`config.mk`:
```
export PLATFORM = sky130hd
export DESIGN_NAME = first_fit_hole_allocator
export DESIGN_NICKNAME = d
export VERILOG_FILES = /design/src/rtl/ffha_pkg.sv /design/src/rtl/ffha_ram.sv /design/src/rtl/ffha_ctrl.sv /design/src/rtl/ffha_dp.sv /design/src/rtl/first_fit_hole_allocator.sv
export SDC_FILE = /design/constraint.sdc
export NUM_CORES = 2
export LEC_CHECK = 0
export BUFFER_PORTS_ARGS = -buffer_cell sky130_fd_sc_hd__buf_2
export CORE_UTILIZATION = 40
export DETAILED_ROUTE_END_ITERATION = 16
export PLACE_DENSITY = 0.51
export SYNTH_ARGS = -nofsm -noshare
export SYNTH_HDL_FRONTEND = slang
export SYNTH_SLANG_ARGS = --single-unit
```
`constraint.sdc`:
```
create_clock -name clk -period 43.6 [get_ports clk]
set_clock_uncertainty 0.2 [all_clocks]
set_input_delay 8.72 -clock clk [delete_from_list [all_inputs] [get_ports clk]]
set_output_delay 8.72 -clock clk [all_outputs]
set_load 0.01 [all_outputs]
```
`src/rtl/ffha_pkg.sv`:
```
// Package for the first-fit hole allocator: widths, codes, controller states
// and the command and status structs between controller and datapath.
`timescale 1ns / 1ps
package ffha_pkg;
  localparam int AddrW = 47;
  localparam int HoleSlots = 16;
  localparam int SlotW = (HoleSlots > 1) ? $clog2(HoleSlots) : 1;
  localparam logic [AddrW-1:0] ArenaBaseReset = 47'h0_0001_0000_0000;
  localparam logic [AddrW-1:0] ArenaLimitReset = 47'h0_0010_0000_0000;

  localparam logic CmdAlloc = 1'b0;
  localparam logic CmdFree = 1'b1;

  localparam logic [1:0] StOk = 2'd0;
  localparam logic [1:0] StExhausted = 2'd1;
  localparam logic [1:0] StLeaked = 2'd2;
  localparam logic [1:0] StOutside = 2'd3;

  localparam logic RegArenaBase = 1'b0;
  localparam logic RegArenaLimit = 1'b1;

  typedef enum logic [3:0] {
    S_CLEAR, S_IDLE, S_ASCAN, S_BUMP, S_FCHECK, S_FSCAN, S_FPLACE, S_OUT
  } state_t;

  typedef struct packed {
    logic clr_ptr;
    logic inc_ptr;
    logic clear_wr;
    logic load;
    logic trim;
    logic bump;
    logic merge;
    logic place;
    logic set_exh;
    logic set_out;
    logic set_leak;
  } ctl_t;

  typedef struct packed {
    logic ptr_last;
    logic is_free;
    logic fit;
    logic bump_ok;
    logic outside;
    logic overlap;
    logic empty;
  } sts_t;
endpackage

```
`src/rtl/ffha_ram.sv`:
```
// Generic single-port RAM with registered read.
// No dependencies.
`timescale 1ns / 1ps
module ffha_ram #(
  parameter int Width = 8,
  parameter int Depth = 16
) (
  input  logic                     clk,
  input  logic                     we,
  input  logic [$clog2(Depth)-1:0] addr,
  input  logic [Width-1:0]         wdata,
  output logic [Width-1:0]         rdata
);
  logic [Width-1:0] mem [Depth];
  always_ff @(posedge clk) begin
    if (we) mem[addr] <= wdata;
    rdata <= mem[addr];
  end
endmodule

```
`src/rtl/ffha_ctrl.sv`:
```
// Controller state machine for the hole allocator.
// Depends on ffha_pkg.
`timescale 1ns / 1ps
module ffha_ctrl import ffha_pkg::*; (
  input  logic clk,
  input  logic rst,
  input  logic in_valid,
  output logic in_ready,
  output logic out_valid,
  input  logic out_ready,
  input  sts_t sts,
  output ctl_t ctl,
  output logic busy
);
  state_t state, state_next;
  logic wait_rd, wait_rd_next;

  always_ff @(posedge clk) begin
    if (rst) begin
      state <= S_CLEAR;
      wait_rd <= 1'b0;
    end else begin
      state <= state_next;
      wait_rd <= wait_rd_next;
    end
  end

  always_comb begin
    state_next = state;
    wait_rd_next = 1'b0;
    case (state)
      S_CLEAR: if (sts.ptr_last) state_next = S_IDLE;
      S_IDLE: if (in_valid) begin
        state_next = sts.is_free ? S_FCHECK : S_ASCAN;
        wait_rd_next = 1'b1;
      end
      S_ASCAN: if (wait_rd) begin
        wait_rd_next = 1'b0;
      end else if (sts.fit) begin
        state_next = S_OUT;
      end else if (sts.ptr_last) begin
        state_next = S_BUMP;
      end else begin
        wait_rd_next = 1'b1;
      end
      S_BUMP: state_next = S_OUT;
      S_FCHECK: begin
        state_next = sts.outside ? S_OUT : S_FSCAN;
      end
      S_FSCAN: if (wait_rd) begin
        wait_rd_next = 1'b0;
      end else if (sts.overlap || !sts.ptr_last) begin
        wait_rd_next = 1'b1;
      end else begin
        state_next = S_FPLACE;
        wait_rd_next = 1'b1;
      end
      S_FPLACE: if (wait_rd) begin
        wait_rd_next = 1'b0;
      end else if (sts.empty || sts.ptr_last) begin
        state_next = S_OUT;
      end else begin
        wait_rd_next = 1'b1;
      end
      S_OUT: if (out_ready) state_next = S_IDLE;
      default: state_next = S_IDLE;
    endcase
  end

  always_comb begin
    ctl = '0;
    in_ready = 1'b0;
    out_valid = 1'b0;
    busy = (state != S_IDLE);
    case (state)
      S_CLEAR: begin
        ctl.clear_wr = 1'b1;
        ctl.inc_ptr = 1'b1;
      end
      S_IDLE: begin
        in_ready = 1'b1;
        ctl.clr_ptr = 1'b1;
        ctl.load = in_valid;
      end
      S_ASCAN: if (!wait_rd) begin
        if (sts.fit) ctl.trim = 1'b1;
        else ctl.inc_ptr = 1'b1;
      end
      S_BUMP: begin
        if (sts.bump_ok) ctl.bump = 1'b1;
        else ctl.set_exh = 1'b1;
      end
      S_FCHECK: begin
        ctl.set_out = sts.outside;
        ctl.clr_ptr = 1'b1;
      end
      S_FSCAN: if (!wait_rd) begin
        if (sts.overlap) begin
          ctl.merge = 1'b1;
          ctl.clr_ptr = 1'b1;
        end else if (sts.ptr_last) begin
          ctl.clr_ptr = 1'b1;
        end else begin
          ctl.inc_ptr = 1'b1;
        end
      end
      S_FPLACE: if (!wait_rd) begin
        if (sts.empty) ctl.place = 1'b1;
        else if (sts.ptr_last) ctl.set_leak = 1'b1;
        else ctl.inc_ptr = 1'b1;
      end
      S_OUT: out_valid = 1'b1;
      default: ;
    endcase
  end
endmodule

```
`src/rtl/ffha_dp.sv`:
```
// Datapath: hole table RAMs, slot pointer, bump pointer, arena registers and
// the working range. Depends on ffha_pkg and ffha_ram.
`timescale 1ns / 1ps
module ffha_dp import ffha_pkg::*; (
  input  logic             clk,
  input  logic             rst,
  input  ctl_t             ctl,
  output sts_t             sts,
  input  logic             busy,
  input  logic             cfg_we,
  input  logic             cfg_idx,
  input  logic [AddrW-1:0] cfg_data,
  input  logic             cmd_in,
  input  logic [AddrW-1:0] base_in,
  input  logic [AddrW-1:0] size_in,
  output logic [AddrW-1:0] granted,
  output logic [1:0]       stat
);
  logic [AddrW-1:0] arena_base, arena_limit, bump_pointer;
  logic [AddrW-1:0] lo, hi, size;
  logic             is_free;
  logic [SlotW:0]   ptr;
  logic [AddrW-1:0] hs, hl;
  logic             we;
  logic [AddrW-1:0] ws, wl;
  logic [AddrW:0]   he, bsum;

  assign he = {1'b0, hs} + {1'b0, hl};
  assign bsum = {1'b0, bump_pointer} + {1'b0, size};

  always_comb begin
    we = 1'b0;
    ws = '0;
    wl = '0;
    if (ctl.clear_wr || ctl.merge) begin
      we = 1'b1;
    end else if (ctl.trim) begin
      we = 1'b1;
      ws = hs + size;
      wl = hl - size;
    end else if (ctl.place) begin
      we = 1'b1;
      ws = lo;
      wl = hi - lo;
    end
  end

  ffha_ram #(.Width(AddrW), .Depth(HoleSlots)) u_start (
    .clk, .we, .addr(ptr[SlotW-1:0]), .wdata(ws), .rdata(hs));
  ffha_ram #(.Width(AddrW), .Depth(HoleSlots)) u_len (
    .clk, .we, .addr(ptr[SlotW-1:0]), .wdata(wl), .rdata(hl));

  assign sts.ptr_last = (ptr[SlotW-1:0] == SlotW'(HoleSlots - 1));
  assign sts.is_free = (cmd_in == CmdFree);
  assign sts.fit = (hl != '0) && (hl >= size);
  assign sts.bump_ok = (bsum <= {1'b0, arena_limit});
  assign sts.outside = (lo < arena_base) ||
                       (({1'b0, lo} + {1'b0, size}) > {1'b0, arena_limit});
  assign sts.overlap = (hl != '0) && !(he < {1'b0, lo}) && !(hs > hi);
  assign sts.empty = (hl == '0);

  always_ff @(posedge clk) begin
    if (rst) begin
      ptr <= '0;
      arena_base <= ArenaBaseReset;
      arena_limit <= ArenaLimitReset;
      bump_pointer <= ArenaBaseReset;
    end else begin
      if (ctl.clr_ptr) ptr <= '0;
      else if (ctl.inc_ptr) ptr <= ptr + 1'b1;
      if (cfg_we && !busy) begin
        if (cfg_idx == RegArenaBase) begin
          arena_base <= cfg_data;
          bump_pointer <= cfg_data;
        end else begin
          arena_limit <= cfg_data;
        end
      end
      if (ctl.bump) bump_pointer <= bsum[AddrW-1:0];
    end
  end

  always_ff @(posedge clk) begin
    if (ctl.load) begin
      lo <= base_in;
      hi <= base_in + size_in;
      size <= size_in;
      is_free <= (cmd_in == CmdFree);
      granted <= '0;
      stat <= StOk;
    end
    if (ctl.trim) granted <= hs;
    if (ctl.bump) granted <= bump_pointer;
    if (ctl.set_exh) stat <= StExhausted;
    if (ctl.set_out) stat <= StOutside;
    if (ctl.set_leak && is_free) stat <= StLeaked;
    if (ctl.merge) begin
      if (hs < lo) lo <= hs;
      if (he[AddrW-1:0] > hi) hi <= he[AddrW-1:0];
    end
  end
endmodule

```
`src/rtl/first_fit_hole_allocator.sv`:
```
// First-fit hole allocator top level: controller plus datapath.
// One command at a time, set by the sequential scan over the single-port hole
// table.
// Reset: a clearing pass over every hole slot empties the table; no command
// is taken during it. Depends on ffha_pkg, ffha_ctrl, ffha_dp.
`timescale 1ns / 1ps
module first_fit_hole_allocator import ffha_pkg::*; (
  input  logic             clk,
  input  logic             rst,
  input  logic             in_valid,
  output logic             in_ready,
  input  logic             command,
  input  logic [AddrW-1:0] range_base,
  input  logic [AddrW-1:0] size_bytes,
  output logic             out_valid,
  input  logic             out_ready,
  output logic [AddrW-1:0] granted_base,
  output logic [1:0]       status,
  input  logic             cfg_valid,
  output logic             cfg_ready,
  input  logic             cfg_index,
  input  logic [AddrW-1:0] cfg_data
);
  ctl_t ctl;
  sts_t sts;
  logic busy;

  assign cfg_ready = !busy;

  ffha_ctrl u_ctrl (
    .clk, .rst, .in_valid, .in_ready, .out_valid, .out_ready,
    .sts, .ctl, .busy);

  ffha_dp u_dp (
    .clk, .rst, .ctl, .sts, .busy,
    .cfg_we(cfg_valid), .cfg_idx(cfg_index), .cfg_data,
    .cmd_in(command), .base_in(range_base), .size_in(size_bytes),
    .granted(granted_base), .stat(status));
endmodule
```
==> impl_metrics.json <==
{
  "status": "completed",
  "p_leak_nw": 40.3,
  "met3_usage": 0.0304,
  "layout_setup_ws_ps": 31030,
  "clk_latency_ps": 900,
  "syn_area_um2": 96400,
  "drv_slew": 0,
  "synthMostInstantiatedCell": "edfxtp_1",
  "via_per_inst": 5.96,
  "detail-route-antenna-nets": 0,
  "synth-edff-count": 1599,
  "rows": 179,
  "p_total_mw": 8.03,
  "portBuffers": 199,
  "grt_overflow": 0,
  "cp.required_ps": 44140,
  "synth_mux_area_frac": 0.118,
  "powerDensity_nw_per_um2": 74.0,
  "rsz0062_at_grt": "no",
  "async_flop_share": 0,
  "worstPathMaxFanout": 5,
  "tns_ps": 0,
  "path_class": "primary input to flip-flop",
  "dieArea_um2": 243000,
  "cts_sinks": 1938,
  "tritoncts": "built",
  "synth-compound-area-share": 0.110,
  "grt_pass1_vias": 62700,
  "grt_max_degree": 95,
  "startpoint": "range_base[0]",
  "h-tree-depth": 4,
  "yosys.area_share.simple": 0.0656,
  "wl_per_cell_um": 29.8,
  "grt_usage": 0.259,
  "stdcell_count": 10700,
  "synth_warnings": 0,
  "start_util": 0.404,
  "yosys-top-cells-count": "1599 x edfxtp_1, 656 x ha_1, 579 x nand2_1",
  "grt-busiest-layer": "met2",
  "tightestPinTransition_ps": 1410,
  "end_kind": "flip-flop",
  "grt_pass1_wl_mm": 451,
  "clockBufferDepth": 3,
  "yosys.area.top_type": "edfxtp_1",
  "vias": 63700,
  "crit_slowest_cell": "o41ai_2",
  "grt_antenna_before_repair": 24,
  "period_needed_ps": 12570,
  "setup_violations": 0,
  "crit_path_end": "u_dp.hi[46]$_DFF_P_",
  "synthTopCellsByArea": "edfxtp_1 50%, mux4_2 11%, ha_1 8.5%",
  "grt_use_met1": 0.376,
  "synth_xor_area_frac": 0.0270,
  "place_ws_ps": 30100,
  "r2r_cells": 22,
  "synth_top_area_frac": 0.498,
  "hp-class": "flip-flop to flip-flop",
  "nNetsFinal": 8152,
  "syn_area_per_cell_um2": 13.6,
  "drc": 0,
  "synth_top_family_by_area": "multiplexers",
  "worstPathArrival_ps": 13110,
  "root_buffer": "clkbuf_16",
  "cts_made_buffers": 207,
  "startpoint_type": "primary input",
  "syn_nets": 7892,
  "crit_path_cell_trace": "buf_2, ha_1, inv_1, fa_1, nand2b_1, a211oi_1, o41ai_2, a31oi_1, o311ai_1, nand2_1, a311oi_2, o21ai_1, or4_1, nand3_1, a2bb2oi_1",
  "r2r_setup_slack_ps": 32940,
  "synthAdderAreaFrac": 0.0866,
  "clk_pin_slew_ps": 60,
  "pin_count": 200,
  "drt_iter0_markers": 6596,
  "die_w_um": 493,
  "grt_util_met2": 0.405,
  "cap_viol_max_count": 0,
  "core_um2": 239000,
  "slew_headroom": 0.0580,
  "place_inst": 10300,
  "place_hpwl_mm": 220,
  "drive_gt1_frac": 0.162,
  "critical-path-max-stage-delay_ps": 970,
  "hold_viol": 0,
  "r2r-end": "u_dp.granted[15]$_DFFE_PP_",
  "finalCritPeriodShare": 0.288,
  "areaGrowthSynthToFinish_pct": 12.6,
  "gp_congestion": 0.960,
  "synth_flop_cell": "edfxtp_1",
  "ctsResizeCount": 0,
  "die-height_um": 493,
  "synthDistinctLibCells": 86,
  "cts_hold_buf": 0,
  "worstReg2RegStart": "u_dp.size[0]$_DFFE_PP_",
  "syn-instance-count": 7081,
  "drt-total-wl_mm": 319,
  "fmax_mhz": 79.5,
  "yosysSeqAreaShare": 0.569,
  "cts_setup_buffers": 0,
  "ys_seq_elements": 1938,
  "firstDrtPassIters": 5,
  "ir_drop_mv": 0.0482
}
-- cell type report --
class	instances	area, um^2
timing repair buffer	333	2020
clock buffer	289	5790
sequential	1938	54800
antenna	8	20.0
inverter	329	1240
clock inverter	103	1200
tap	3167	3960
fill	21400	130000
multi-input combinational	4532	39500
-- metal layers --
metal	part of all wire	vias up
li1	-	28200
met1	0.45	32800
met2	0.45	2346
met3	0.061	403
met4	0.031	0
met5	0	-
-- how the worst min path moves through the flow --
stage / end / from / cells past startpoint
after global routing: u_dp.arena_base[36]$_SDFFE_PP0P_ / u_dp.arena_base[36]$_SDFFE_PP0P_ / 2
after floorplan: u_dp.arena_base[0]$_SDFFE_PP0P_ / u_dp.arena_base[0]$_SDFFE_PP0P_ / 2
after CTS: u_dp.arena_limit[28]$_SDFFE_PP0P_ / u_dp.arena_limit[28]$_SDFFE_PP0P_ / 2
final: u_dp.arena_limit[26]$_SDFFE_PP0P_ / u_dp.arena_limit[26]$_SDFFE_PP0P_ / 2
after global placement: u_dp.arena_limit[28]$_SDFFE_PP0P_ / u_dp.arena_limit[28]$_SDFFE_PP0P_ / 2
after detailed placement: u_dp.arena_limit[28]$_SDFFE_PP0P_ / u_dp.arena_limit[28]$_SDFFE_PP0P_ / 2
-- report_power, final --
group / total [mW] / internal [mW] / switching [mW]
clock network: 1.80 / 1.02 / 0.772
registers: 2.65 / 2.30 / 0.343
logic: 3.58 / 1.48 / 2.11
total: 8.03 / 4.80 / 3.22
-- layout by cell type, fill, tap and decap left out, types with 74 or more instances in the layout --
| master | count |
|---|---|
| a21o_1 | 254 |
| edfxtp_1 | 1599 |
| a21oi_1 | 517 |
| clkbuf_16 | 209 |
| buf_2 | 198 |
| mux4_2 | 470 |
| o22ai_1 | 74 |
| xnor2_1 | 167 |
| ha_1 | 656 |
| dfxtp_1 | 335 |
| nand3_1 | 101 |
| nor2_1 | 234 |
| nand4_1 | 112 |
| o21ai_0 | 283 |
| xor2_1 | 130 |
| buf_4 | 134 |
| inv_1 | 326 |
| nand2_1 | 578 |
| a31oi_1 | 81 |
-- sequential cells by signal, indices dropped and copies added, names as in the netlist --
| name | count |
|---|---|
| u_dp.u_start.mem | 752 |
| u_dp.bump_pointer | 47 |
| u_ctrl.wait_rd | 1 |
| u_dp.u_len.rdata | 47 |
| u_dp.is_free | 1 |
| u_dp.arena_limit | 47 |
| u_dp.lo | 47 |
| u_dp.u_len.mem | 752 |
| u_dp.arena_base | 47 |
| u_dp.size | 47 |
| u_dp.hi | 47 |
| u_dp.granted | 47 |
| u_ctrl.state | 3 |
| u_dp.u_start.rdata | 47 |
| u_dp.stat | 2 |
| u_dp.ptr | 4 |
-- critical path, delay by kind of cell --
kind | cells | cell delay (ps)
compound gates | 7 | 2710
fa+ha+maj | 2 | 420
buf+inv | 2 | 180
simple gates | 4 | 1060
-- logic make-up (layout without fill, tap and decap cells) --
family                     count (synthesis)  after routing
other                                      0              8
adders and majority gates                663            663
buffers and inverters                    611           1054
AOI/OAI and AO/OA                       1678           1678
and+or+nand+nor                         1355           1355
muxes                                    539            539
xor gates and xnor gates                 297            297
DFF                                     1938           1938
-- through the flow --
step	hold slack, ps	util	instance area [um^2]
after floorplan	232	-	96400
after global placement	242	0.425	101000
after detailed placement	247	0.425	101000
after CTS	254	0.454	108000
after global routing	270	0.455	109000
final	254	0.455	109000
Power figures use the tool's default switching activity.
